--- src/olm_pkg.sv ---
// shared types and constants for the order latency monitor
// no dependencies

package olm_pkg;

    localparam int TABLE_ENTRIES = 64;
    localparam int ID_W          = 32;
    localparam int TIME_W        = 32;
    localparam int SUM_W         = 48;
    localparam int COUNT_W       = 32;

    typedef enum logic [1:0] {
        KIND_IGNORED   = 2'd0,
        KIND_OPENED    = 2'd1,
        KIND_COMPLETED = 2'd2,
        KIND_FULL      = 2'd3
    } kind_t;

    typedef struct packed {
        logic              lookup;
        logic              open_en;
        logic              close_en;
        logic [ID_W-1:0]   id;
        logic [TIME_W-1:0] start_time;
    } cell_ctrl_t;

    typedef struct packed {
        logic [TIME_W-1:0]  max_lat;
        logic [TIME_W-1:0]  min_lat;
        logic [SUM_W-1:0]   sum;
        logic [COUNT_W-1:0] count;
    } stats_t;

endpackage

--- src/olm_stats.sv ---
// running latency statistics: max, min, saturating sum and count
// depends on olm_pkg

module olm_stats
    import olm_pkg::*;
(
    input  logic              aclk,
    input  logic              aresetn,
    input  logic              commit,
    input  logic              complete,
    input  logic [TIME_W-1:0] lat,
    output stats_t            stats_next
);

    stats_t           stats_reg;
    logic [SUM_W:0]   sum_wide;
    logic [SUM_W-1:0] sum_sat;
    logic [COUNT_W-1:0] count_sat;

    assign sum_wide  = {1'b0, stats_reg.sum} + {{(SUM_W + 1 - TIME_W){1'b0}}, lat};
    assign sum_sat   = sum_wide[SUM_W] ? {SUM_W{1'b1}} : sum_wide[SUM_W-1:0];
    assign count_sat = (stats_reg.count == {COUNT_W{1'b1}}) ? stats_reg.count
                                                           : stats_reg.count + 1'b1;

    always_comb begin
        stats_next = stats_reg;
        if (complete) begin
            if (lat > stats_reg.max_lat) begin
                stats_next.max_lat = lat;
            end
            if (lat < stats_reg.min_lat) begin
                stats_next.min_lat = lat;
            end
            stats_next.sum   = sum_sat;
            stats_next.count = count_sat;
        end
    end

    always_ff @(posedge aclk) begin
        if (!aresetn) begin
            stats_reg.max_lat <= '0;
            stats_reg.min_lat <= {TIME_W{1'b1}};
            stats_reg.sum     <= '0;
            stats_reg.count   <= '0;
        end else if (commit) begin
            stats_reg <= stats_next;
        end
    end

endmodule

--- config.mk ---
export PLATFORM = sky130hd
export DESIGN_NAME = olm_stats
export DESIGN_NICKNAME = d
export VERILOG_FILES = /design/src/olm_pkg.sv /design/src/olm_stats.sv
export SDC_FILE = /design/constraint.sdc
export NUM_CORES = 1
export LEC_CHECK = 0
export ABC_AREA = 1
export ABC_CLOCK_PERIOD_IN_PS = 2350
export BUFFER_PORTS_ARGS = -buffer_cell sky130_fd_sc_hd__buf_4
export CORE_MARGIN = 3
export CORE_UTILIZATION = 40
export CTS_CLUSTER_SIZE = 16
export DETAILED_ROUTE_END_ITERATION = 10
export PLACE_DENSITY = 0.61
export SLEW_MARGIN = 10
export SYNTH_ARGS = -nofsm -noshare
export SYNTH_HDL_FRONTEND = slang
export SYNTH_SLANG_ARGS = --single-unit
--- constraint.sdc ---
create_clock -name aclk -period 2.35 [get_ports aclk]
set_input_delay 0.3525 -clock aclk [delete_from_list [all_inputs] [get_ports aclk]]
set_output_delay 0.3525 -clock aclk [all_outputs]
set_load 0.02 [all_outputs]
Word level (Yosys, flattened, before mapping):

Cells that the tools add are included.

* output and inout port bits: 144
* word-level logic and storage cells: 14
* register bits: 144
* input port bits: 36

* order comparisons: 2
* add/subtract/negate cells: 2
* mux-type cells: 5
* eq/ne operators: 1

Operator list (number)
* two-way mux 144 bit: 1
* two-way mux 32 bit: 3
* adder 48 x 32 -> 49 bit: 1
* two-way mux 48 bit: 1
* adder 32 x 1 -> 32 bit (second input constant): 1
* == test 32 bit (second input constant): 1
* greater-than comparator 32 bit: 1
* < comparator 32 bit: 1

Longest topological paths before layout:

Gate-level depths: netlist of the first run.

* depth after elaboration: 3
* mapped depth: 17
* mapped depth without buffers: 16

Worst setup path before layout of the first run:

Ideal clock, no wire load.

* path type: input to output
* start point: in lat[0]
* end point: out stats_next[45] (netlist name)
* slack: -0.168 ns
* cell stages on the path: 17
* required time: 1.997 ns
* buffers on the path: 1
* arrival time: 2.165 ns
* path through: ha_1 > fa_1 > nand3_1 > nand3_2 > nand2_1 > nand2_2 > nand2_1 > nand2_2 > nand2_2 > nand2_4 > nand2_4 > nand2_8 > inv_4 > buf_6 > nand2_2 > nand2_2 > inv_1

RTL lines
* from (decl): RTL line olm_stats.sv:11 `input logic [TIME_W-1:0] lat,`
* to (decl): RTL line olm_stats.sv:12 `output stats_t stats_next`

==> results of run 1 <==
[power groups by stage]
stage | logic (mW) | registers, mW | clock network, mW
CTS | 4.96 | 2.80 | 2.80
global placement | 3.87 | 2.80 | 0
detailed placement | 3.91 | 2.81 | 0
floorplan | 2.16 | 2.78 | 0
global route | 6.07 | 2.85 | 2.91
finish | 5.74 | 2.84 | 2.80
[cells in the mapped netlist, types with 10 or more instances]
cell type    n  share of area, %
a21oi_1    179               6.9
a21oi_2     11              0.74
and2_1      32               1.5
buf_2       17              0.65
clkbuf_1    58               1.7
dfxtp_1    144                22
ha_1        96               9.2
inv_1      354                10
inv_2       10              0.29
nand2_1    609                17
nand2_2     26               1.2
nand3_1    182               7.0
nand3b_1    34               2.0
nand4_1     29               1.4
nor2_1     153               4.4
nor3_1      25              0.96
nor4_1      10              0.48
o21ai_0     90               3.4
o21ai_1     22              0.84
or2_2       23               1.1
xor2_1      36               2.4
[through the flow]
stage	TNS (ns)	setup slack [ns]	hold WS (ns)
after floorplan	-0.6707	-0.04456	0.4407
after global placement	-45.34	-0.4859	0.4492
after detailed placement	-47.93	-0.4999	0.4532
after CTS	-63.63	-0.6147	0.2900
after global routing	-117.93	-1.042	0.3302
final	-102.69	-1.032	0.3173
[final cells by class]
| class | instances | share of cell area [%] |
|---|---|---|
| multi-input cells | 1611 | 50.76 |
| repair buffers | 652 | 25.62 |
| flip-flops and latches | 144 | 12.81 |
| inverters | 367 | 6.061 |
| well taps | 435 | 2.317 |
| clock buffers | 18 | 1.827 |
| clock inverters | 14 | 0.6019 |
[tightest hold or removal path, stage by stage]
cell     delay (ns)
buf_4          0.22
o21ai_0        0.11
a21oi_1        0.04
[how the worst min path moves through the flow]
stage              startpoint              to  slack, ns  cells after the start
2_1_floorplan  stats_reg[100]  stats_reg[100]       0.44                      2
3_3_place_gp    stats_reg[89]   stats_reg[89]       0.45                      2
3_5_place_dp    stats_reg[93]   stats_reg[93]       0.45                      2
4_1_cts               aresetn   stats_reg[47]       0.29                      3
5_1_grt               aresetn   stats_reg[58]       0.33                      3
6_report              aresetn   stats_reg[58]       0.32                      3
[placed cells by master, fill, tap and decap left out, types with 8 or more instances in the layout]
| master | Yosys | routed |
|---|---|---|
| nand3b_1 | 34 | 34 |
| dfxtp_1 | 144 | 55 |
| nand2_2 | 26 | 156 |
| xor2_1 | 36 | 23 |
| nand3_1 | 182 | 108 |
| nor3_2 | 7 | 13 |
| nor2_1 | 153 | 91 |
| nand3_4 | 0 | 26 |
| buf_6 | 2 | 157 |
| nand3_2 | 2 | 50 |
| nor3_4 | 1 | 9 |
| or2_2 | 23 | 23 |
| a21oi_1 | 179 | 153 |
| inv_2 | 10 | 71 |
| clkbuf_16 | 0 | 22 |
| xor2_2 | 0 | 10 |
| nand4_1 | 29 | 29 |
| buf_4 | 0 | 453 |
| ha_1 | 96 | 33 |
| o21ai_4 | 0 | 10 |
| ha_4 | 0 | 61 |
| nor2_4 | 2 | 35 |
| nor3_1 | 25 | 11 |
| nand2_1 | 609 | 398 |
| dfxtp_2 | 0 | 83 |
| o21ai_0 | 90 | 59 |
| o21ai_1 | 22 | 20 |
| o21ai_2 | 0 | 23 |
| and2_4 | 0 | 32 |
| inv_1 | 354 | 283 |
| inv_4 | 2 | 8 |
| nor2_2 | 8 | 37 |
| buf_12 | 0 | 29 |
| a21oi_2 | 11 | 37 |
| nand2_4 | 3 | 79 |
[layer usage]
metal / GRT usage (%) / up-vias
met2: 52.18 / 1007
li1: - / 8188
met4: 13.87 / 2
met3: 6.669 / 365
met5: 0 / -
met1: 37.33 / 8231
[cells by family (layout without fill, tap and decap cells)]
kind of cell / after synthesis / count (layout) / synth area share [%]
xor gates and xnor gates: 45 / 45 / 3.016
buffers and inverters: 447 / 1051 / 13.15
DFF: 144 / 144 / 22.06
AOI/OAI and AO/OA: 317 / 317 / 12.73
adders and majority gates: 97 / 97 / 9.344
and+or+nand+nor: 1152 / 1152 / 39.69
[timing repair]
action / 4_1_cts / 5_1_grt
resized for setup: 750 / 366
cloned: 8 / 5
pin swaps: 144 / 165
setup endpoints to repair: 156 / 198
buffers inserted: 102 / 76
==> key figures, run 1 <==
Global routing
  • Initial antenna violation count: 1
  • Vias in the first global route: about 17000
  • First-pass GRT wire length: 87040 µm
  • Largest net degree at the start of global routing: between 80 and 90
  • Gr usage total: between 30% and 40%
  • GRT Residual Overflow: 0

Cells and area
  • FF+latch area: ~3000 µm²
  • Non-filler cells, final: around 3200
  • Fin nets: roughly 2900
  • Final instance area: ~23000 µm²
  • Max reg flops: 144
  • Fraction of layout cells with a size suffix above 1: a little over half
  • Filler cells: 2259
  • Multi-input logic area: 11920 µm²
  • Core Util, Final: 73.69%
  • Layout area overhead: 79.75%
  • Ant. Diodes: 0

Clock network
  • TritonCTS Buffers: 17
  • CTS max path bufs: 2
  • Count of hold-fix buffers inserted at cts: 0
  • Clock root cell: clkbuf_16
  • Clock Sinks: 144
  • CTS tree: yes
  • CTS clk-pin slew, worst paths: roughly 0.07 ns
  • H-tree depth: 4
  • Worst-skew pair later-pin latency: about 0.46 ns

Placement
  • Placed cells: 3062
  • GP Congestion: between 0.9 and 1
  • IO buf count: about 180
  • Placed Area: about 17000 µm²
  • DPL Wire Length: about 37000 µm

Route
  • 1st-pass router iterations: 7
  • Top sig layer: met5
  • Met3 wire length: 6099 µm
  • DRT Wirelength: ~65000 µm
  • Initial DRC count: 1650
  • WL/cell: approximately 20 µm
  • Vias per cell: 5.490
  • Routed vias: about 18000
  • M1 wire length: roughly 24000 µm
  • Detail Route Antenna Nets: 0
  • DR WL met2: between 30000 and 40000 µm
  • Number of remaining DRC errors: 0

Logic synthesis
  • Post-synthesis cell type count: 44
  • Syn_nets: approximately 2300
  • Async SR Flop Fraction: 0%
  • #FFs+latches synth: between 100 and 150
  • EDFF count, synth: 0
  • Netlist Area Pre-Place: between 10000 and 15000 µm²
  • Sequential area share after synthesis: 22.06%
  • Mapped Cells: 2202
  • YS warnings: 0
  • Top FF cell, synth: dfxtp_1
  • Syn Area/Cell: just under 6 µm²

Pwr
  • Leak pwr: between 10 and 15 nW
  • Logic pwr share: approximately half
  • Reg power frac: between 20 and 25%
  • Pint: between 6 and 7 mW
  • Overall power: between 10 and 15 mW
  • Clock power frac: ~25%
  • Pwr dens: between 400 and 500 nW/µm²
  • Sw Share: 40.33%
  • Psw: ~4.6 mW
  • Maximum vdd drop: ~0.58 mV

Timing
  • Final hold vios: 0
  • Final setup fails: 204
  • Period minus WS final: between 3 and 4 ns
  • RSZ-0062 raised after global routing: yes
  • Slew Viols, Final: 0
  • Crit share post-route: 143.9%
  • Setup ws final: -1.032 ns
  • Slew @ Worst Pin: about 0.7 ns
  • Fmax: 295.7 MHz
  • Slew margin rel.: 51.95%
  • Final Skew: about 0.013 ns

Critical path
  • Slowest-stage cell, CP: nor4_4
  • Worst Setup Path Type: reg -> out
  • CP Launch Point: stats_reg[122]
  • FF-to-FF End: stats_reg[121]
  • Flop2flop setup slack: -0.41 ns
  • Critical Path RT: 2.00 ns
  • CP Max Fanout: 8
  • Startpoint Class: register
  • Worst path arrival time: about 3.0 ns
  • Crit path max-delay family: simple AND/OR/NAND/NOR gates
  • Reg2Reg Launch Point: stats_reg[122]
  • CP bufs+invs: 4
  • Reg2reg path depth: 12
  • CP Depth: 11
  • Crit. End Element: output port
  • CP peak stage delay: ~0.64 ns
  • Worst setup endpoint: stats_next[133]
  • Critical Path, Cell by Cell: inv_1 -> ha_1 -> nand2_4 -> nor4_4 -> a31oi_4 -> nand2_4 -> buf_12 -> buf_12 -> nand2_2 -> nand2_2 -> buf_6

Hold path
  • Min-delay worst type: in -> reg

Floorplan
  • Die Ht: 186.8 µm
  • Die area: between 30000 and 40000 µm²
  • Die W: 186.8 µm
  • Placement Rows: 65
  • Ports: 180
  • Initial Util: 40.99%
  • Core ar.: 31880 µm²

Run status
  • Status: finished with violations
  • Violated checks: setup timing

Run
  • Max-cap viol count: 0
Note: power is estimated with default switching activity, not from simulation.
==> run 2: changes to the inputs <==
Settings changed: RECOVER_POWER set to 100.
==> key figures, run 2 (synthesis gave the netlist of run 1 again) <==
Global routing
  • Largest net degree at the start of global routing: 82 (unchanged)
  • Vias in the first global route: 16600 (unchanged)
  • First-pass GRT wire length: 87040 µm (unchanged)
  • GRT Residual Overflow: 0 (unchanged)
  • Gr usage total: 30.75% (unchanged)
  • Initial antenna violation count: 1 (unchanged)

Clock network
  • Count of hold-fix buffers inserted at cts: 0 (unchanged)
  • Clock root cell: clkbuf_16
  • CTS tree: yes
  • CTS max path bufs: 2 (unchanged)
  • H-tree depth: 4 (unchanged)
  • TritonCTS Buffers: 17 (unchanged)
  • Worst-skew pair later-pin latency: 0.46 ns (about the same)
  • Clock Sinks: 144 (unchanged)
  • CTS clk-pin slew, worst paths: 0.07 ns (about the same)

Run status
  • Status: finished with violations
  • Violated checks: setup timing

Cells and area
  • Most common cell after layout, fill and taps aside: buf_4
  • Most frequent cells in the layout: buf_4 (451), nand2_1 (399), inv_1 (283)
  • Filler cells: 2283 (+1.1%)
  • Fin nets: 2926 (unchanged)
  • Ant. Diodes: 0 (unchanged)
  • Max reg flops: 144 (unchanged)
  • Fraction of layout cells with a size suffix above 1: 52.60% (-0.43 points)
  • Core Util, Final: 73.39% (-0.29 points)
  • Layout area overhead: 79.04%

Critical path
  • CP peak stage delay: 0.64 ns (about the same)
  • Worst Setup Path Type: reg -> out
  • Startpoint Class: register
  • Crit. End Element: output port
  • Critical Path RT: 2.00 ns (about the same)
  • CP Max Fanout: 7 (-1)
  • Worst path arrival time: 3.04 ns (about the same)
  • Slowest-stage cell, CP: nor4_4
  • Critical Path, Cell by Cell: inv_1 -> ha_1 -> nand2_4 -> nor4_4 -> a31oi_4 -> nand2_4 -> buf_12 -> buf_12 -> nand2_2 -> nand2_2 -> buf_6

Timing
  • Fmax: 295.1 MHz (-0.22%)
  • Slew Viols, Final: 0 (unchanged)
  • Final setup fails: 213 (+4.4%)
  • Slew @ Worst Pin: 0.7095 ns (-0.01123 ns)
  • Crit share post-route: 144.2% (+0.32 points)
  • Period minus WS final: 3.389 ns (+0.007570 ns)
  • Final Skew: 0.01404 ns (+0.001012 ns)
  • Final hold vios: 0 (unchanged)
  • Setup ws final: -1.039 ns (-0.007570 ns)
  • RSZ-0062 raised after global routing: yes
  • Setup total negative slack: -114.52 ns (-11.83 ns)
  • Slew margin rel.: 52.70% (+0.75 points)

Placement
  • DPL Wire Length: 37040 µm (unchanged)
  • GP Congestion: 0.9483 (unchanged)
  • IO buf count: 179 (unchanged)

Route
  • Initial DRC count: 1821 (+10%)
  • Number of remaining DRC errors: 0 (unchanged)
  • WL/cell: 20.04 µm (-0.29%)
  • 1st-pass router iterations: 6 (-1)
  • DRT Wirelength: 64960 µm (-0.29%)
  • Routed vias: 17830 (+0.19%)
  • Detail Route Antenna Nets: 0 (unchanged)
  • Vias per cell: 5.500 (+0.19%)

Floorplan
  • Placement Rows: 65 (unchanged)
  • Die Ht: 186.8 µm (unchanged)
  • Die W: 186.8 µm (unchanged)
  • Ports: 180 (unchanged)
  • Initial Util: 40.99% (unchanged)
  • Die area: 34880 µm² (unchanged)
  • Core ar.: 31880 µm² (unchanged)

Pwr
  • Leak pwr: 11.87 nW (-0.17%)
  • Pwr dens: 486.0 nW/µm² (+0.33%)
  • Maximum vdd drop: 0.5782 mV (-0.14%)

Run
  • Max-cap viol count: 0 (unchanged)

Hold path
  • Min-delay worst type: in -> reg
[run 2: worst paths after layout]
check,start,to,slack (ns),cells after the start
setup / recovery,stats_reg[122],stats_next[121],-1.04,11
hold reg to reg,stats_reg[84],stats_reg[84],0.47,2
hold / removal,aresetn,stats_reg[58],0.31,3
setup reg to reg,stats_reg[122],stats_reg[121],-0.42,12
[run 2: timing repair]
action,4_1_cts,5_1_grt
pin swaps,144,165
setup endpoints to repair,156,198
setup buffers,102,76
cloned,8,5
endpoints found under the hold margin,0,0
gates resized for setup,750,366
[run 2: final cells by class]
type / instances / area [µm²] / area share, %
multi-input combinational: 1611 / 11850 / 50.65
timing repair buffer: 652 / 6003 / 25.66
sequential: 144 / 3008 / 12.85
inverter: 367 / 1420 / 6.069
tap: 435 / 544.3 / 2.326
clock buffer: 18 / 429.2 / 1.834
clock inverter: 14 / 141.4 / 0.6042
[run 2: through the flow]
step           hold WS, ns  total power, mW  setup WS, ns  instance area (µm²)  instances
2_1_floorplan       0.4407            4.940      -0.04456                13160       2202
3_3_place_gp        0.4492            6.670       -0.4859                17300       3062
3_5_place_dp        0.4532            6.720       -0.4999                17300       3062
6_report            0.3148            11.37        -1.039                23400       3241
5_1_grt             0.3302            11.82        -1.042                23400       3241
4_1_cts             0.2900            10.56       -0.6147                21710       3203
[run 2: worst max-delay path: cells and delay by family, from the launching register on]
family                   cells  cell delay, ns
AND/OR/NAND/NOR              5            1.14
adder cells (fa/ha/maj)      1            0.33
AO/OA/AOI/OAI                1            0.28
flip-flops                   1            0.36
buffers and inverters        4            0.46
[run 2: power by group]
| group | total (mW) | internal [mW] | switching, mW | leakage [nW] |
|---|---|---|---|---|
| Sequential | 2.84 | 2.65 | 0.184 | 1.21 |
| Combinational | 5.73 | 2.58 | 3.15 | 10.4 |
| Clock | 2.80 | 1.55 | 1.25 | 0.260 |
| Total | 11.4 | 6.79 | 4.58 | 11.9 |
[run 2: per-layer routing]
metal	global-route usage [%]	part of all wire [%]	vias up	wire length (µm)
li1	-	-	8196	-
met3	6.669	9.5	367	6157
met1	37.33	37	8220	24080
met4	13.87	7.5	2	4861
met5	0	0.020	-	13
met2	52.18	46	1042	29850
