==> src/olm_pkg.sv <==
// shared types and constants for the order latency monitor
// no dependencies

package olm_pkg;

    localparam int TABLE_ENTRIES = 64;
    localparam int ID_W          = 32;
    localparam int TIME_W        = 32;
    localparam int SUM_W         = 48;
    localparam int COUNT_W       = 32;

    typedef enum logic [1:0] {
        KIND_IGNORED   = 2'd0,
        KIND_OPENED    = 2'd1,
        KIND_COMPLETED = 2'd2,
        KIND_FULL      = 2'd3
    } kind_t;

    typedef struct packed {
        logic              lookup;
        logic              open_en;
        logic              close_en;
        logic [ID_W-1:0]   id;
        logic [TIME_W-1:0] start_time;
    } cell_ctrl_t;

    typedef struct packed {
        logic [TIME_W-1:0]  max_lat;
        logic [TIME_W-1:0]  min_lat;
        logic [SUM_W-1:0]   sum;
        logic [COUNT_W-1:0] count;
    } stats_t;

endpackage

==> src/olm_cell.sv <==
// one entry of the outstanding order table: id compare, free grant, chained hit data
// depends on olm_pkg

module olm_cell
    import olm_pkg::*;
(
    input  logic              aclk,
    input  logic              aresetn,
    input  cell_ctrl_t        ctrl,
    input  logic              grant_in,
    input  logic              hit_chain_in,
    input  logic [TIME_W-1:0] start_chain_in,
    output logic              valid_out,
    output logic              hit_chain_out,
    output logic [TIME_W-1:0] start_chain_out
);

    logic              valid_reg;
    logic              hit_reg;
    logic              grant_reg;
    logic [ID_W-1:0]   id_reg;
    logic [TIME_W-1:0] start_reg;
    logic [TIME_W-1:0] start_hit_reg;
    logic              hit_next;

    assign hit_next = valid_reg && (id_reg == ctrl.id);

    always_ff @(posedge aclk) begin
        if (!aresetn) begin
            valid_reg <= 1'b0;
            hit_reg   <= 1'b0;
            grant_reg <= 1'b0;
        end else begin
            if (ctrl.lookup) begin
                hit_reg   <= hit_next;
                grant_reg <= grant_in;
            end
            if (ctrl.close_en && hit_reg) begin
                valid_reg <= 1'b0;
            end else if (ctrl.open_en && grant_reg) begin
                valid_reg <= 1'b1;
            end
        end
    end

    always_ff @(posedge aclk) begin
        if (ctrl.open_en && grant_reg) begin
            id_reg    <= ctrl.id;
            start_reg <= ctrl.start_time;
        end
        if (ctrl.lookup) begin
            start_hit_reg <= hit_next ? start_reg : '0;
        end
    end

    assign valid_out       = valid_reg;
    assign hit_chain_out   = hit_chain_in | hit_reg;
    assign start_chain_out = start_chain_in | start_hit_reg;

endmodule

==> config.mk <==
export PLATFORM = sky130hd
export DESIGN_NAME = olm_cell
export DESIGN_NICKNAME = d
export VERILOG_FILES = /design/src/olm_pkg.sv /design/src/olm_cell.sv
export SDC_FILE = /design/constraint.sdc
export NUM_CORES = 1
export LEC_CHECK = 0
export ABC_AREA = 1
export BUFFER_PORTS_ARGS = -buffer_cell sky130_fd_sc_hd__buf_2
export CAP_MARGIN = 20
export CORE_MARGIN = 2
export CORE_UTILIZATION = 47
export DETAILED_ROUTE_END_ITERATION = 12
export PLACE_DENSITY = 0.87
export SKIP_LAST_GASP = 1
export SLEW_MARGIN = 20
export SYNTH_ARGS = -nofsm -noshare
export SYNTH_HDL_FRONTEND = slang
export SYNTH_SLANG_ARGS = --single-unit
==> constraint.sdc <==
create_clock -name aclk -period 2.23 [get_ports aclk]
set_input_delay 0.446 -clock aclk [delete_from_list [all_inputs] [get_ports aclk]]
set_output_delay 0.446 -clock aclk [all_outputs]
set_load 0.02 [all_outputs]
* Word level (Yosys, flattened, before mapping)
Cells that the tools add are included.
** Storage, ports and cells
- Register bits :: 99
- Input port bits :: 103
** Operators by class
- Equal/unequal tests :: 1
- Bitwise gates (word level) :: 3
- Reduce and logical (&&, ||, !) cells :: 4
** Operator list (number)
- $eq A32 B32 Y1 :: 1
- $or A32 B32 Y32 :: 1
- $logic_and A1 B1 Y1 :: 3
- $reduce_or A2 Y1 :: 1
- $not A1 Y1 :: 1
- $or A1 B1 Y1 :: 1

* Longest topological paths before layout
Gate-level depths: netlist of the first run.
- Word-level depth :: 2
- Gate-level depth with buffers :: 10

* Worst setup path before layout of the first run
Ideal clock, no wire load.
- Path kind :: in2reg
- Start :: input port ctrl[65] in the netlist's numbering
- End :: register id_reg[0], enable pin
- Setup time :: 0.419 ns
- Data arrival time :: 1.740 ns
- Data required time :: 1.811 ns
- Setup slack :: 0.071 ns
- Stages :: 2
- Path buffers :: 0
- Cells stage by stage :: nand2_1 > inv_1
** Between the ends
- Cells in the longest elaborated chain, start to end :: 1
** Ends and longest elaborated chain
- start, declared :: RTL line olm_cell.sv:9 : input cell_ctrl_t ctrl,
- $logic_and A1 B1 Y1 :: RTL line olm_cell.sv:47 : if (ctrl.open_en && grant_reg) begin
- end signal, assigned :: RTL line olm_cell.sv:48 : id_reg <= ctrl.id;
- end, declared :: RTL line olm_cell.sv:21 : logic [ID_W-1:0] id_reg;
Every way passes these cells.
A chain may end at the register's enable or synchronous reset.

* Worst setup path after layout of the first run
- Start :: register id_reg[13]
- End :: register start_hit_reg[11], data pin
** Between the ends
- Cells in the longest elaborated chain, start to end :: 2
** Ends and longest elaborated chain
- $eq A32 B32 Y1 :: RTL line olm_cell.sv:26 : assign hit_next = valid_reg && (id_reg == ctrl.id);
- $logic_and A1 B1 Y1 :: RTL line olm_cell.sv:26
- end signal, assigned :: RTL line olm_cell.sv:52 : start_hit_reg <= hit_next ? start_reg : '0;
- end, declared :: RTL line olm_cell.sv:23 : logic [TIME_W-1:0] start_hit_reg;
Every way passes these cells.

==> results of run 1 <==
[critical path, stage by stage (launching register included)]
cell and delay, ps:
edfxtp_1 400, nand2_1 150, nand2_1 70, nor3_1 150, nand2_1 70, nor2_1 140
nand3_2 90, buf_4 280, nor3_2 200
[cells in the mapped netlist (all sizes together), types with 5 or more instances]
cell / n / area [um2]
xnor2: 5 / 43.8
or2: 33 / 206
buf: 6 / 56.3
nand2: 90 / 338
edfxtp: 96 / 2880
nor2: 33 / 126
inv: 88 / 330
o21ai: 9 / 45.0
nor3: 37 / 345
nand3: 7 / 40.0
[worst paths after layout]
| path | from | end | slack (ps) | depth (start not counted) |
|---|---|---|---|---|
| worst max-delay path | id_reg[13] | start_hit_reg[11] | 510 | 8 |
| worst min-delay path | ctrl[64] | valid_out | 250 | 2 |
| worst max register to register | id_reg[13] | start_hit_reg[11] | 510 | 8 |
| worst min register to register | hit_reg | valid_out | 490 | 1 |
[logic make-up (layout without fill, tap and decap cells)]
logic type / Yosys count / count (layout)
and+or+nand+nor: 205 / 205
AOI/OAI and AO/OA: 12 / 12
other: 0 / 1
xor gates and xnor gates: 7 / 7
DFF: 99 / 99
buffers and inverters: 95 / 244
[cell usage in the layout (no fill, tap or decap)]
master and instances:
dfxtp_1 3, inv_6 1, nor2_1 32, clkinv_4 1, nand3b_1 1, clkinvlp_4 2, nand3_1 6, nand3_2 1
nor3b_2 1, diode_2 1, buf_4 1, inv_8 2, nand2_1 90, edfxtp_1 96, buf_2 136, clkbuf_8 9
clkinv_1 1, nand4_1 3, inv_2 4, o21ai_1 4, o21ai_0 5, nor2_2 1, a21oi_1 3, or2_2 33
xnor2_1 5, nor3_2 32, xor2_1 2, clkinv_8 1, nor3_1 5, inv_1 84, buf_12 2
[through the flow]
step	hold slack, ps	std cells	power (uW)	worst slack, ps	utilization
floorplan	414	418	2340	71.0	-
global placement	460	680	2510	431	0.577
detailed placement	484	680	2530	411	0.577
CTS	238	696	3620	544	0.598
global route	232	697	3750	395	0.598
finish	251	697	3600	510	0.598
[metal layers]
layer | vias to the layer above | share of wire | track usage
met5 | - | 0 | 0
met4 | 0 | 0.030 | 0.0718
met3 | 29 | 0.071 | 0.0383
met2 | 141 | 0.49 | 0.307
met1 | 1508 | 0.41 | 0.219
li1 | 1615 | - | -
[report_power, final]
part / switching (uW) / total [uW] / leakage [uW] / internal (uW)
combinational: 208 / 358 / 0.00147 / 150
sequential: 22.0 / 2130 / 0.000941 / 2100
clock: 684 / 1120 / 0.0000927 / 437
total: 914 / 3600 / 0.00251 / 2690
[final cells by class]
type                    instances  area, um2
multi-input cells             224       1220
flip-flops and latches         99       2940
well taps                     129        161
clock inverters                 7       71.3
repair buffers                139        728
fillers                       749       3750
diodes                          1       2.50
inverters                      89        334
clock buffers                   9        124
==> results by group, run 1 <==
Outcome
  • Status: completed

GRT
  • All-Layer GR Usage: 0.178
  • First-pass GRT wire length: 14.1 mm
  • Vias in the first global route: 3,088
  • Pin count of the biggest net entering global routing: 66
  • Grt ovf: 0
  • Initial antenna violation count: 1

CTS
  • Hold buffer count at cts: 0
  • CTS tree: built
  • Post-CTS setup buffers: 0
  • Clock root buffer: clkbuf_8
  • CTS H-tree lvls: 3
  • Clock tree buffer depth: 2
  • Worst skew pair latency: 360 ps
  • TritonCTS buffer count: 9
  • Clock sinks: 99
  • # resized after CTS: 0
  • Clk slew on worst S/H paths: 110 ps

Synth
  • Main combinational cell family by area after synthesis: simple AND/OR/NAND/NOR gates
  • Post-synthesis register bit count: 99
  • Area of the mapped netlist: 4550 um2
  • Post-synthesis sequential area ratio: 0.647
  • Synth Instances: 418
  • Synth warnings: 0
  • Netlist cell types: 23
  • Post-Synth Simple-Gate Area: 0.241
  • Post-Synth XOR/XNOR Area: 0.0135
  • Async SR Flop Fraction: 0
  • Mapped Avg Cell Area: 10.9 um2
  • Number of flops mapped to enable cells by yosys: 96
  • Synth Flop Type: edfxtp_1
  • Post-Synth Adder-Cell Area: 0
  • Post-synthesis mux area share: 0
  • Synthesized netlist net count: 521
  • Post-synthesis compound-gate area fraction: 0.0132

Route
  • DRT Wirelength: 9.49 mm
  • Routed via count: 3,293
  • Post-route ant nets: 0
  • Via density: 4.72
  • Drt pass-1 iters: 4
  • WL per Instance: 13.6 um
  • Drt drc: 0
  • Iter 0 DRT Violations: 159

Timing
  • Slew Limit Fails: 0
  • Total negative slack: 0 ps
  • Setup Viol. Count Final: 0
  • Post-layout minimum cycle time: 1720 ps
  • Tightest Pin Transition: 761 ps
  • Skew final: 13.5 ps
  • FMAX: 0.581 GHz
  • Final worst-path cycle share: 0.771
  • Max_slew headroom: 0.493
  • Hold Vio Cnt, Final: 0
  • RSZ-0062 raised after global routing: no

Critical path
  • Critical path class: reg -> reg
  • Max Fanout on Critical Path: 32
  • Worst Path Required: 2430 ps
  • CP Data Arrival Time: 1920 ps
  • Endpoint class of the critical path: flop
  • Startpoint types: flop

Die
  • Die footprint: 10,500 um2
  • Die Height: 102 um
  • # IOs: 137
  • Rows: 35
  • Die W: 102 um
  • Core Area: 9330 um2
  • Initial Utilization: 0.488

Placed design
  • GP Congestion: 0.894
  • PortBufs: 136
  • HPWL after DPL: 7.14 mm
  • DP Area: 5380 um2

Cells and area
  • Ratio of cells with drive above 1 in the final layout: 0.400
  • Area grow syn2layout: 22.7%
  • Fin area: 5580 um2
  • Fin nets: 665

Power
  • Leakage: 0.00251 uW
  • Peak VDD IR: 0.377 mV
  • P per Cell Area: 646 nW/um2

Hold path
  • HP Class: in -> reg

Flow run
  • Maxcap violations: 0
No activity file was read; power rests on OpenSTA's default activity.
==> run 2: changes to the inputs <==
Clock period 2.23 ns to 1.5 ns, I/O delays scaled along.
==> run 2 against run 1 <==
  * The flow now finishes with violations (negative setup slack)
  * Fmax up 3.2%
  * Critical path depth unchanged
  * Via count up 3.4%
  * Sequential share of layout area down 4.8 points
  * Routed wire length up 12%
  * Global-route usage up 1.0 points
  * Hold slack worse by 160 ps
  * Highest routed layer unchanged
==> results by group, run 2 (synthesis results as in run 1) <==
Outcome
  • Status: complete, but fails checks
  • Failing checks: negative setup slack

Power
  • Overall power: 5530 uW
  • Switching Power: 1420 uW
  • Net Sw Frac: 0.258
  • Peak VDD IR: 0.495 mV
  • P per Cell Area: 899 nW/um2
  • Sequential share of power: 0.573
  • Leakage: 0.00280 uW
  • Clock power frac: 0.304
  • Combinational share of power: 0.123
  • Internal power: 4100 uW

Timing
  • Max_slew headroom: 0.807
  • Skew final: 19.2 ps
  • Tightest Pin Transition: 289 ps
  • RSZ-0062 raised after global routing: yes
  • Slew Limit Fails: 0
  • Post-layout minimum cycle time: 1670 ps
  • Setup Viol. Count Final: 32
  • FMAX: 0.600 GHz
  • Final worst-path cycle share: 1.11
  • Hold Vio Cnt, Final: 0
  • Final WS setup: -166 ps

Cells and area
  • Fin nets: 678
  • Leading cell type in the layout, fill and taps excluded: buf_2
  • Post-Layout Cell Count: 709
  • Most frequent cells in the layout: 103 x buf_2, 96 x edfxtp_1, 84 x inv_1
  • Final core utilization: 0.659
  • # diodes: 0
  • Area grow syn2layout: 35.2%
  • Ratio of cells with drive above 1 in the final layout: 0.441

Critical path
  • Max incr delay on CP: 430 ps
  • Worst path cell trace: nand2_2, o21ai_1, nor3_2, nand2_1, nor2_2, nand3_4, clkbuf_16, nor3_2
  • Reg2Reg Setup Slack: -170 ps
  • Most frequent CP cell: nor3_2
  • CP max-delay cell: edfxtp_1
  • CP Data Arrival Time: 1880 ps
  • Worst Path Required: 1710 ps
  • Startpoint types: flop
  • Max Fanout on Critical Path: 11
  • Origin of the critical flop-to-flop path: id_reg[1]
  • Reg2Reg Depth: 8
  • Reg2reg end: start_hit_reg[6]
  • Endpoint class of the critical path: flop
  • Critical path class: reg -> reg

CTS
  • Clock root buffer: clkbuf_8
  • Clock sinks: 99
  • Worst skew pair latency: 370 ps
  • Clock tree buffer depth: 2
  • Hold buffer count at cts: 0
  • TritonCTS buffer count: 9
  • Clk slew on worst S/H paths: 120 ps
  • CTS H-tree lvls: 3
  • CTS tree: built

Die
  • Rows: 35
  • Die Height: 102 um
  • Die W: 102 um
  • Core Area: 9330 um2
  • # IOs: 137
  • Initial Utilization: 0.488
  • Die footprint: 10,500 um2

Route
  • Via density: 4.80
  • Routed via count: 3,406
  • DRT Wirelength: 10.6 mm
  • Drt pass-1 iters: 4
  • Iter 0 DRT Violations: 183
  • Drt drc: 0
  • WL per Instance: 14.9 um
  • Post-route ant nets: 0

GRT
  • All-Layer GR Usage: 0.188
  • First-pass GRT wire length: 14.8 mm
  • Pin count of the biggest net entering global routing: 43
  • Initial antenna violation count: 0
  • Grt ovf: 0
  • Vias in the first global route: 3,159

Placed design
  • PortBufs: 136
  • HPWL after DPL: 7.14 mm
  • GP Congestion: 0.853
  • Placed cell count: 688

Flow run
  • Maxcap violations: 0

Hold path
  • HP Class: in -> reg
  • Hold depth: 1
  • HP Start: ctrl[12]
  • Hold path endpoint: start_reg[12]
[run 2: changes by cell type in the layout (fill, tap and decap cells not counted), moves of 3 or more]
| cell | delta |
|---|---|
| inv_6 | +4 |
| nand2_2 | +7 |
| nor3_2 | -7 |
| or2_2 | -32 |
| or2_4 | +32 |
| buf_6 | +33 |
| buf_4 | +8 |
| nor2_2 | +3 |
| buf_2 | -33 |
| nor3_4 | +10 |
| nand2_1 | -8 |
| nor3_1 | -3 |
| nor2_1 | -3 |
[run 2: cell type report]
| class | count | area (um2) |
|---|---|---|
| fill | 677 | 3180 |
| sequential | 99 | 2950 |
| inverter | 89 | 338 |
| clock buffer | 9 | 124 |
| tap | 129 | 161 |
| timing repair buffer | 152 | 1100 |
| clock inverter | 7 | 67.6 |
| multi-input combinational | 224 | 1410 |
[run 2: worst max path at each step]
stage | start | to | depth (start not counted)
finish | id_reg[1] | start_hit_reg[6] | 8
CTS | id_reg[1] | start_hit_reg[31] | 8
detailed placement | id_reg[18] | start_hit_reg[31] | 8
global placement | ctrl[45] | start_hit_reg[0] | 10
global route | id_reg[1] | start_hit_reg[17] | 8
floorplan | grant_reg | id_reg[0] | 2
[run 2: power by group through the flow]
stage,combinational [uW],sequential (uW),clock [uW]
floorplan,269,3220,0
global placement,539,3220,0
detailed placement,557,3220,0
CTS,617,3160,1710
global route,737,3170,1840
finish,680,3170,1680
[run 2: worst max-delay path, delay by kind of cell (launching register included)]
family | cells | cell delay, ps
buffers and inverters | 1 | 220
AO/OA/AOI/OAI | 1 | 90
flip-flops | 1 | 430
AND/OR/NAND/NOR | 6 | 760
[run 2: metal layers]
layer  vias to the layer above  part of all wire  wire length, um  track usage
met5                         -                 0                0            0
met4                         0             0.026              277       0.0841
met3                        25             0.067              713       0.0363
met2                       152              0.53             5640        0.337
met1                      1584              0.37             3950        0.219
li1                       1645                 -                -            -
[run 2: what timing repair did]
action	CTS	global route
cloned	0	2
endpoints found under the setup margin	53	59
setup buffers	1	2
resized for setup	58	67
pin swaps	1	9
[run 2: through the flow]
stage	setup TNS (ps)	hold WS, ps	instance area, um2	setup WS, ps
global route	-7620	70.9	6150	-298
detailed placement	-2400	469	5480	-137
floorplan	-11190	386	4560	-173
CTS	-1530	77.0	5850	-114
finish	-3750	94.2	6150	-166
global placement	-1220	468	5480	-54.9
==> run 3: changes to the inputs <==
Settings changed: CORE_UTILIZATION 47 to 55, HOLD_SLACK_MARGIN set to 0.08, PLACE_DENSITY 0.87 to 0.95.
Clock period 1.5 ns to 2.02 ns, I/O delays scaled along.
==> run 3 against run 2 <==
  * Core utilization increased by 2.6 points
  * The run now ends clean
  * Routed wire length decreased by 11%
  * Non-clock buffer count decreased by 10
  * Highest routed layer unchanged
  * Combinational power decreased by 41%
  * Final cell count decreased by 4.8%
  * Sequential cell count unchanged
  * Sequential share of layout area increased by 4.9 points
  * Worst setup slack improved by 550 ps
  * Sequential power decreased by 26%
  * Clock skew decreased by 9.4 ps
==> results by group, run 3 (synthesis results as in run 1) <==
Cells and area
  • Final core utilization: 0.685
  • Leading cell type in the layout, fill and taps excluded: buf_2
  • Area grow syn2layout: 22.5%
  • # diodes: 0
  • Register area: 2940 um2
  • Multi-input logic area: 1220 um2
  • Fin area: 5570 um2
  • Ratio of cells with drive above 1 in the final layout: 0.402
  • Fin nets: 668
  • Most frequent cells in the layout: 136 x buf_2, 96 x edfxtp_1, 90 x nand2_1
  • Layout filler cell count: 614

Critical path
  • Startpoint types: flop
  • Reg2Reg Setup Slack: 400 ps
  • Worst Path Required: 1620 ps
  • Critical path class: reg -> out
  • Max Fanout on Critical Path: 1
  • Endpoint class of the critical path: primary output
  • Reg2Reg Depth: 5
  • Origin of the critical flop-to-flop path: id_reg[16]
  • Reg2reg end: start_hit_reg[13]
  • CP Data Arrival Time: 1230 ps

Outcome
  • Status: completed

Timing
  • Skew final: 9.80 ps
  • Max_slew headroom: 0.711
  • Post-layout minimum cycle time: 1630 ps
  • Slew Limit Fails: 0
  • Tightest Pin Transition: 434 ps
  • Hold Vio Cnt, Final: 0
  • Final worst-path cycle share: 0.809
  • RSZ-0062 raised after global routing: no
  • FMAX: 0.612 GHz
  • Setup Viol. Count Final: 0
  • Total negative slack: 0 ps

Placed design
  • GP Congestion: 0.880
  • DP Area: 5380 um2
  • PortBufs: 136
  • HPWL after DPL: 7.15 mm

CTS
  • Worst skew pair latency: 370 ps
  • Hold buffer count at cts: 0
  • TritonCTS buffer count: 9
  • # resized after CTS: 0
  • Clock tree buffer depth: 2
  • Clock sinks: 99
  • CTS tree: built
  • Clock root buffer: clkbuf_8
  • Clk slew on worst S/H paths: 100 ps
  • CTS H-tree lvls: 3
  • Post-CTS setup buffers: 0

GRT
  • Vias in the first global route: 3,145
  • Pin count of the biggest net entering global routing: 33
  • First-pass GRT wire length: 14.2 mm
  • All-Layer GR Usage: 0.214
  • Grt ovf: 0
  • Initial antenna violation count: 0

Power
  • Peak VDD IR: 0.337 mV
  • P per Cell Area: 717 nW/um2
  • Leakage: 0.00252 uW
  • Overall power: 4000 uW

Die
  • Die W: 95.0 um
  • Core Area: 8130 um2
  • # IOs: 137
  • Initial Utilization: 0.559
  • Die footprint: 9020 um2
  • Rows: 33
  • Die Height: 95.0 um

Route
  • Drt pass-1 iters: 8
  • Drt drc: 0
  • DRT Wirelength: 9.45 mm
  • WL per Instance: 14.0 um
  • Via density: 4.92
  • Post-route ant nets: 0
  • Routed via count: 3,319
  • Iter 0 DRT Violations: 147

Hold path
  • HP Class: in -> reg
  • HP Start: ctrl[30]
  • Hold depth: 1
  • Hold path endpoint: start_reg[30]

Flow run
  • Maxcap violations: 0
-- run 3: cell count changes in the layout (fill, tap and decap cells not counted), sizes merged --
cell / before / now
inv: 92 / 88
bufinv: 0 / 1
buf: 150 / 142
clkbuf: 11 / 10
clkinv: 2 / 4
-- run 3: critical path, stage by stage, from the launching register on --
cell      delay, ps
edfxtp_1        410
or2_2           300
buf_2           160
-- run 3: routing by layer --
metal / track usage / routed length [um]
met1: 0.243 / 3630
met2: 0.380 / 4850
met3: 0.0463 / 686
met4: 0.105 / 277
met5: 0 / 0
-- run 3: report_power, final --
| group | leakage [uW] | switching (uW) | internal, uW |
|---|---|---|---|
| sequential | 0.000941 | 26.1 | 2320 |
| combinational | 0.00148 | 235 | 167 |
| clock | 0.0000966 | 671 | 575 |
| total | 0.00252 | 932 | 3070 |
-- run 3: worst max-delay path by stage --
stage | from | end | slack (ps) | cells past startpoint
after floorplan | ctrl[65] | valid_out | 160 | 4
after global placement | ctrl[48] | start_hit_reg[31] | 320 | 6
after detailed placement | ctrl[48] | start_hit_reg[0] | 290 | 6
after CTS | start_hit_reg[3] | start_chain_out[3] | 370 | 2
after global routing | id_reg[7] | start_hit_reg[31] | 290 | 8
final | start_hit_reg[12] | start_chain_out[12] | 390 | 2
-- run 3: area by class of cell --
class	instances	area share
inverter	89	0.0606
tap	105	0.0236
clock buffer	10	0.0229
multi-input combinational	224	0.218
timing repair buffer	142	0.135
clock inverter	6	0.0117
sequential	99	0.528
-- run 3: per-stage QoR --
stage	setup WS [ps]	instances	hold WS, ps
detailed placement	286	659	487
finish	386	675	206
global route	293	675	179
CTS	375	675	196
floorplan	157	418	414
global placement	320	659	453
